### src/hw/rtl/assert_macros.svh
// assertion macros used by the rtl core
// no dependencies
`ifndef ASSERT_MACROS_SVH
`define ASSERT_MACROS_SVH

// same-cycle implication, disabled during reset
`define ASSERT_SAME(label, clk, rst_n, pre, post) \
    label: assert property (@(posedge clk) disable iff (!rst_n) (pre) |-> (post)) \
        else $error("assertion failed");

// next-cycle implication, disabled during reset
`define ASSERT_NEXT(label, clk, rst_n, pre, post) \
    label: assert property (@(posedge clk) disable iff (!rst_n) (pre) |=> (post)) \
        else $error("assertion failed");

`endif

### src/hw/rtl/mks_pkg.sv
// types, constants and keymap for the matrix keypad scanner
// no dependencies
`timescale 1ns / 1ps
`default_nettype none

package mks_pkg;

    localparam int COUNTER_WIDTH_DEF = 20;
    localparam int CFG_DATA_W        = 20;
    localparam int CFG_INDEX_W       = 4;
    localparam int SETTLE_RESET      = 50;
    localparam int DEBOUNCE_RESET    = 20000;

    localparam logic [CFG_INDEX_W-1:0] REG_SETTLE   = CFG_INDEX_W'(0);
    localparam logic [CFG_INDEX_W-1:0] REG_DEBOUNCE = CFG_INDEX_W'(1);

    localparam logic [3:0] ROWS_IDLE = 4'hF;

    typedef enum logic [3:0] {
        PH_SETTLE      = 4'b0001,
        PH_DEB_PRESS   = 4'b0010,
        PH_RELEASE     = 4'b0100,
        PH_DEB_RELEASE = 4'b1000
    } phase_t;

    typedef struct packed {
        logic       found;
        logic [1:0] column;
    } col_hit_t;

    localparam logic [7:0] KEYMAP [16] = '{
        8'h31, 8'h32, 8'h33, 8'h2F,
        8'h34, 8'h35, 8'h36, 8'h2A,
        8'h37, 8'h38, 8'h39, 8'h2D,
        8'h43, 8'h30, 8'h3D, 8'h2B
    };

    // lowest low column at or above start
    function automatic col_hit_t find_low(input logic [3:0] cols, input logic [2:0] start);
        col_hit_t hit;
        hit = '0;
        for (int c = 3; c >= 0; c--)
        begin
            if (!cols[c] && (3'(c) >= start))
            begin
                hit.found  = 1'b1;
                hit.column = 2'(c);
            end
        end
        return hit;
    endfunction

endpackage

`default_nettype wire

### src/hw/rtl/matrix_keypad_scanner_core.sv
// debounced 4x4 matrix keypad scanner, single-module core
// depends on mks_pkg and assert_macros.svh
//
// usage: each request on the input channel (in_valid/in_ready) is one timing
// tick carrying the sampled column pins, active low. every tick gives exactly
// one result on the output channel (out_valid/out_ready): the row drive for
// that tick and, on the tick a debounced press-and-release completes, the
// key index and its ascii code with key_valid set.
// the scan state advances once per accepted request in one registered pass,
// so a result appears in the cycle after its request is accepted and a new
// request can be taken every cycle while the receiver takes the results.
// when the receiver stalls, the result stays in the output register and the
// input is still taken in the cycle the waiting result is taken.
// config writes (cfg_valid/cfg_ready, always ready) set settle_ticks (index 0)
// and debounce_ticks (index 1); other indexes are ignored.
// reset: settle phase on row 0, count cleared, registers to 50 and 20000,
// output register empty.
`timescale 1ns / 1ps
`default_nettype none
`include "assert_macros.svh"

module matrix_keypad_scanner_core #(
    parameter int COUNTER_WIDTH = mks_pkg::COUNTER_WIDTH_DEF
) (
    input  wire logic                             clk,
    input  wire logic                             rst_n,
    input  wire logic                             in_valid,
    output logic                                  in_ready,
    input  wire logic [3:0]                       column_levels,
    output logic                                  out_valid,
    input  wire logic                             out_ready,
    output logic [3:0]                            row_drive,
    output logic                                  key_valid,
    output logic [3:0]                            key_index,
    output logic [7:0]                            key_char,
    input  wire logic                             cfg_valid,
    output logic                                  cfg_ready,
    input  wire logic [mks_pkg::CFG_INDEX_W-1:0]  cfg_index,
    input  wire logic [mks_pkg::CFG_DATA_W-1:0]   cfg_data
);

    import mks_pkg::*;

    logic [COUNTER_WIDTH-1:0] settle_reg;
    logic [COUNTER_WIDTH-1:0] debounce_reg;

    phase_t                   phase_reg, phase_next;
    logic [1:0]               row_reg, row_next;
    logic [1:0]               col_reg, col_next;
    logic [COUNTER_WIDTH-1:0] wait_reg, wait_next;

    logic                     out_valid_reg;
    logic [3:0]               row_drive_reg, row_drive_next;
    logic                     key_valid_reg, key_valid_next;
    logic [3:0]               key_index_reg, key_index_next;
    logic [7:0]               key_char_reg, key_char_next;

    logic                     in_acc;
    logic                     settle_busy;
    logic                     debounce_busy;
    logic [COUNTER_WIDTH-1:0] wait_inc;
    col_hit_t                 hit_any;
    col_hit_t                 hit_above;
    logic                     col_low;

    assign cfg_ready = 1'b1;
    assign in_ready  = !out_valid_reg || out_ready;
    assign in_acc    = in_valid && in_ready;

    assign out_valid = out_valid_reg;
    assign row_drive = row_drive_reg;
    assign key_valid = key_valid_reg;
    assign key_index = key_index_reg;
    assign key_char  = key_char_reg;

    // configuration registers
    always_ff @(posedge clk or negedge rst_n)
    begin
        if (!rst_n)
        begin
            settle_reg   <= COUNTER_WIDTH'(SETTLE_RESET);
            debounce_reg <= COUNTER_WIDTH'(DEBOUNCE_RESET);
        end
        else if (cfg_valid && cfg_ready)
        begin
            if (cfg_index == REG_SETTLE)
            begin
                settle_reg <= COUNTER_WIDTH'(cfg_data);
            end
            else if (cfg_index == REG_DEBOUNCE)
            begin
                debounce_reg <= COUNTER_WIDTH'(cfg_data);
            end
        end
    end

    assign settle_busy   = wait_reg < settle_reg;
    assign debounce_busy = wait_reg < debounce_reg;
    assign wait_inc      = wait_reg + COUNTER_WIDTH'(1);
    assign hit_any       = find_low(column_levels, 3'd0);
    assign hit_above     = find_low(column_levels, {1'b0, col_reg} + 3'd1);
    assign col_low       = !column_levels[col_reg];

    // one scan tick
    always_comb
    begin
        phase_next     = phase_reg;
        row_next       = row_reg;
        col_next       = col_reg;
        wait_next      = wait_reg;
        row_drive_next = ~(4'b0001 << row_reg);
        key_valid_next = 1'b0;
        key_index_next = 4'd0;
        key_char_next  = 8'd0;
        unique case (phase_reg)
            PH_SETTLE:
            begin
                if (settle_busy)
                begin
                    wait_next = wait_inc;
                end
                else if (hit_any.found)
                begin
                    col_next   = hit_any.column;
                    wait_next  = '0;
                    phase_next = PH_DEB_PRESS;
                end
                else
                begin
                    row_next  = row_reg + 2'd1;
                    col_next  = 2'd0;
                    wait_next = '0;
                end
            end
            PH_DEB_PRESS:
            begin
                if (debounce_busy)
                begin
                    wait_next = wait_inc;
                end
                else if (col_low)
                begin
                    wait_next  = '0;
                    phase_next = PH_RELEASE;
                end
                else if (hit_above.found)
                begin
                    col_next  = hit_above.column;
                    wait_next = '0;
                end
                else
                begin
                    row_next   = row_reg + 2'd1;
                    col_next   = 2'd0;
                    wait_next  = '0;
                    phase_next = PH_SETTLE;
                end
            end
            PH_RELEASE:
            begin
                if (!col_low)
                begin
                    wait_next  = '0;
                    phase_next = PH_DEB_RELEASE;
                end
            end
            PH_DEB_RELEASE:
            begin
                if (debounce_busy)
                begin
                    wait_next = wait_inc;
                end
                else
                begin
                    row_drive_next = ROWS_IDLE;
                    key_valid_next = 1'b1;
                    key_index_next = {row_reg, col_reg};
                    key_char_next  = KEYMAP[{row_reg, col_reg}];
                    row_next       = 2'd0;
                    col_next       = 2'd0;
                    wait_next      = '0;
                    phase_next     = PH_SETTLE;
                end
            end
            default:
            begin
                phase_next = PH_SETTLE;
            end
        endcase
    end

    // scan state
    always_ff @(posedge clk or negedge rst_n)
    begin
        if (!rst_n)
        begin
            phase_reg <= PH_SETTLE;
            row_reg   <= 2'd0;
            col_reg   <= 2'd0;
            wait_reg  <= '0;
        end
        else if (in_acc)
        begin
            phase_reg <= phase_next;
            row_reg   <= row_next;
            col_reg   <= col_next;
            wait_reg  <= wait_next;
        end
    end

    // output register
    always_ff @(posedge clk or negedge rst_n)
    begin
        if (!rst_n)
        begin
            out_valid_reg <= 1'b0;
        end
        else if (in_acc)
        begin
            out_valid_reg <= 1'b1;
        end
        else if (out_ready)
        begin
            out_valid_reg <= 1'b0;
        end
    end

    always_ff @(posedge clk)
    begin
        if (in_acc)
        begin
            row_drive_reg <= row_drive_next;
            key_valid_reg <= key_valid_next;
            key_index_reg <= key_index_next;
            key_char_reg  <= key_char_next;
        end
    end

    // a report always releases every row
    `ASSERT_SAME(a_report_rows_idle, clk, rst_n, out_valid_reg && key_valid_reg,
        row_drive_reg == ROWS_IDLE && key_char_reg != 8'd0)
    // the release wait never counts
    `ASSERT_SAME(a_release_no_count, clk, rst_n, phase_reg == PH_RELEASE, wait_reg == '0)
    // after a report the scan restarts on row 0
    `ASSERT_NEXT(a_report_restart, clk, rst_n, in_acc && key_valid_next,
        phase_reg == PH_SETTLE && row_reg == 2'd0 && wait_reg == '0)

endmodule

`default_nettype wire
### config.mk
export PLATFORM = sky130hd
export DESIGN_NAME = matrix_keypad_scanner_core
export DESIGN_NICKNAME = d
export VERILOG_FILES = /design/src/hw/rtl/mks_pkg.sv /design/src/hw/rtl/matrix_keypad_scanner_core.sv
export VERILOG_INCLUDE_DIRS = /design/src /design/src/hw/rtl
export SDC_FILE = /design/constraint.sdc
export NUM_CORES = 1
export LEC_CHECK = 0
export BUFFER_PORTS_ARGS = -buffer_cell sky130_fd_sc_hd__buf_2
export CORE_MARGIN = 5
export CORE_UTILIZATION = 39
export CTS_CLUSTER_SIZE = 8
export DETAILED_ROUTE_END_ITERATION = 8
export PLACE_DENSITY = 0.61
export SYNTH_ARGS = -nofsm -noshare
export SYNTH_HDL_FRONTEND = slang
export SYNTH_SLANG_ARGS = --single-unit
### constraint.sdc
create_clock -name clk -period 4.9 [get_ports clk]
set_input_delay 0.98 -clock clk [delete_from_list [all_inputs] [get_ports clk]]
set_output_delay 0.98 -clock clk [all_outputs]
set_load 0.005 [all_outputs]
==> flow_summary_export.csv <==
group,metric,value,unit
run_status,outcome,"completed",
routing,dr.pass1.iters,4,
global_route,grt_max_degree,41,
global_route,grt_pass1_wl,17.9,mm
timing,final-setup-viol-count,0,
timing,setup_tns,0,ns
die,die_w,124,µm
logic_synthesis,synth-seq-cells,85,
logic_synthesis,yosysWarnings,0,
final_layout,multiInputGateArea,2570,µm²
final_layout,layout_common_cells,"nand2_1, dfrtp_1, ha_1, buf_2, inv_1",
timing,final_hold_viol_count,0,
logic_synthesis,ys_seq_area_frac,0.439,
clock_tree,h-tree-depth,3,
critical_path,start_kind,"register",
pwr,p_leak,2.68,nW
clock_tree,clock_path_buffers,2,
clock_tree,clk_latency,0.35,ns
final_layout,instances_no_fill,731,
final_layout,synthToLayoutAreaGrowth,13.9,%
timing,tightest_slew,0.977,ns
clock_tree,clkTransAtPathRegs,0.06,ns
final_layout,fillers,1204,
routing,wl_per_cell,14.2,µm
die,num_rows,41,
placement,dp_cells,715,
final_layout,nets,637,
routing,drc,0,
critical_path,end_kind,"register",
final_layout,design_area,5760,µm²
critical_path,arrival,3.63,ns
die,fp.dieArea,15300,µm²
final_layout,antenna_cells,0,
logic_synthesis,synthCells,508,
clock_tree,root_buffer,"clkbuf_16",
timing,slew_violations,0,
pwr,total_power,2.59,mW
timing,period_needed,3.34,ns
placement,place_congestion,0.849,
final_layout,drive_gt1_frac,0.220,
die,boundaryPins,53,
clock_tree,post_cts_resized,0,
die,initial_core_util,0.399,
timing,period_share,0.682,
routing,ant_nets,0,
routing,wl,10.4,mm
clock_tree,post_cts_buffers,0,
critical_path,criticalPathCategory,"register to register",
logic_synthesis,synth_edf_count,16,
timing,slew_headroom,0.347,
clock_tree,cts_tree,"done",
timing,rsz0062_at_grt,"false",
global_route,grt_usage,0.149,
logic_synthesis,synthFlopType,"dfrtp_1",
final_layout,seqCellArea,2220,µm²
placement,portBuffers,50,
logic_synthesis,avgSynthCellArea,9.96,µm²
global_route,grt_overflow,0,
pwr,pwr_density_cell,449,nW/µm²
critical_path,required,5.19,ns
logic_synthesis,synth_fp_nets,591,
logic_synthesis,synth.distinct_cells,61,
logic_synthesis,async_reset_ff_frac,0.812,
final_layout,final_common_cell,"nand2_1",
pwr,ir_drop,0.154,mV
placement,dpl_cell_area,5460,µm²
global_route,grt_pass1_vias,3775,
flow_run,drv_cap,0,
routing,vias_per_cell,5.17,
timing,fmax,0.299,GHz
clock_tree,numClockSinks,85,
placement,hpwl,7.71,mm
timing,finClkSkew,0.00571,ns
critical_path,crit_fanout,16,
die,fp.coreArea,12700,µm²
worst_hold_path,hold_path_class,"register to register",
clock_tree,cts_hold_buf,0,
routing,drtIter0Drc,189,
clock_tree,cts_buffers,9,
routing,vias,3781,
logic_synthesis,syn-cell-area,5060,µm²
die,die_height,124,µm
timing,hold_ws,0.506,ns
global_route,antenna_found_initial,0,
[path summary, 6_finish.rpt]
kind	start	to	slack [ns]	cells after the start
setup reg to reg	wait_reg[13]$_DFFE_PN0P_	wait_reg[0]$_DFFE_PN0P_	1.56	11
hold reg to reg	debounce_reg[12]$_DFFE_PN0P_	debounce_reg[12]$_DFFE_PN0P_	0.51	1
min in group asynchronous	rst_n	debounce_reg[18]$_DFFE_PN0P_	0.76	1
setup / recovery	wait_reg[13]$_DFFE_PN0P_	wait_reg[0]$_DFFE_PN0P_	1.56	11
max in group asynchronous	rst_n	phase_reg[0]$_DFFE_PN1P_	3.17	2
hold / removal	debounce_reg[12]$_DFFE_PN0P_	debounce_reg[12]$_DFFE_PN0P_	0.51	1
[through the flow]
step / setup WS, ns / util
detailed placement: 1.53 / 0.431
global route: 1.24 / 0.455
CTS: 1.49 / 0.455
finish: 1.56 / 0.455
global placement: 1.51 / 0.431
floorplan: 2.07 / -
[per-layer routing]
| metal | part of all wire | track usage | vias up |
|---|---|---|---|
| met3 | 0.037 | 0.0286 | 18 |
| met4 | 0.020 | 0.0651 | 0 |
| met1 | 0.46 | 0.197 | 1803 |
| met5 | 0 | 0 | - |
| li1 | - | - | 1900 |
| met2 | 0.48 | 0.237 | 60 |
[kinds of logic after synthesis]
kind of cell,count (synthesis),synth area share
buf+inv,67,0.0544
xor+xnor,9,0.0156
simple gates,156,0.153
compound gates,109,0.144
other cells,2,0.00148
flops,85,0.439
mux,30,0.0688
fa+ha+maj,50,0.124
[critical path, stage by stage (launching register included)]
cell and delay, ns:
dfrtp_1 0.44, ha_1 0.31, a21oi_1 0.15, o21ai_0 0.13
a221oi_1 0.41, o31a_1 0.21, nand2_2 0.09, nand2_2 0.25
inv_2 0.06, a211o_1 0.40, nor4_4 0.57, mux2_2 0.25
[Yosys cell counts (all sizes together) (6+ instances only)]
cell type,number,area (µm²)
a211oi,10,80.1
a21oi,26,134
a22o,8,70.1
buf,6,46.3
clkbuf,12,45.0
dfrtp,60,1500
dfstp,9,236
edfxtp,16,480
ha,50,626
inv,49,184
mux2,28,315
nand2,63,241
nand2b,6,37.5
nand4,9,56.3
nor2,30,113
nor2b,6,37.5
nor3,9,45.0
o21ai,33,165
o41ai,8,70.1
xor2,6,52.6
[area by class of cell]
class | count | share of cell area
inverters | 49 | 0.0319
well taps | 172 | 0.0374
repair buffers | 53 | 0.0473
clock buffers | 9 | 0.0391
multi-input cells | 356 | 0.446
clock inverters | 7 | 0.0132
flip-flops and latches | 85 | 0.385
[where the power goes]
group	internal (mW)	switching, mW	total [mW]
Sequential	0.878	0.134	1.01
Combinational	0.389	0.498	0.887
Clock	0.396	0.294	0.691
Total	1.66	0.926	2.59
No activity file was read; power rests on OpenSTA's default activity.
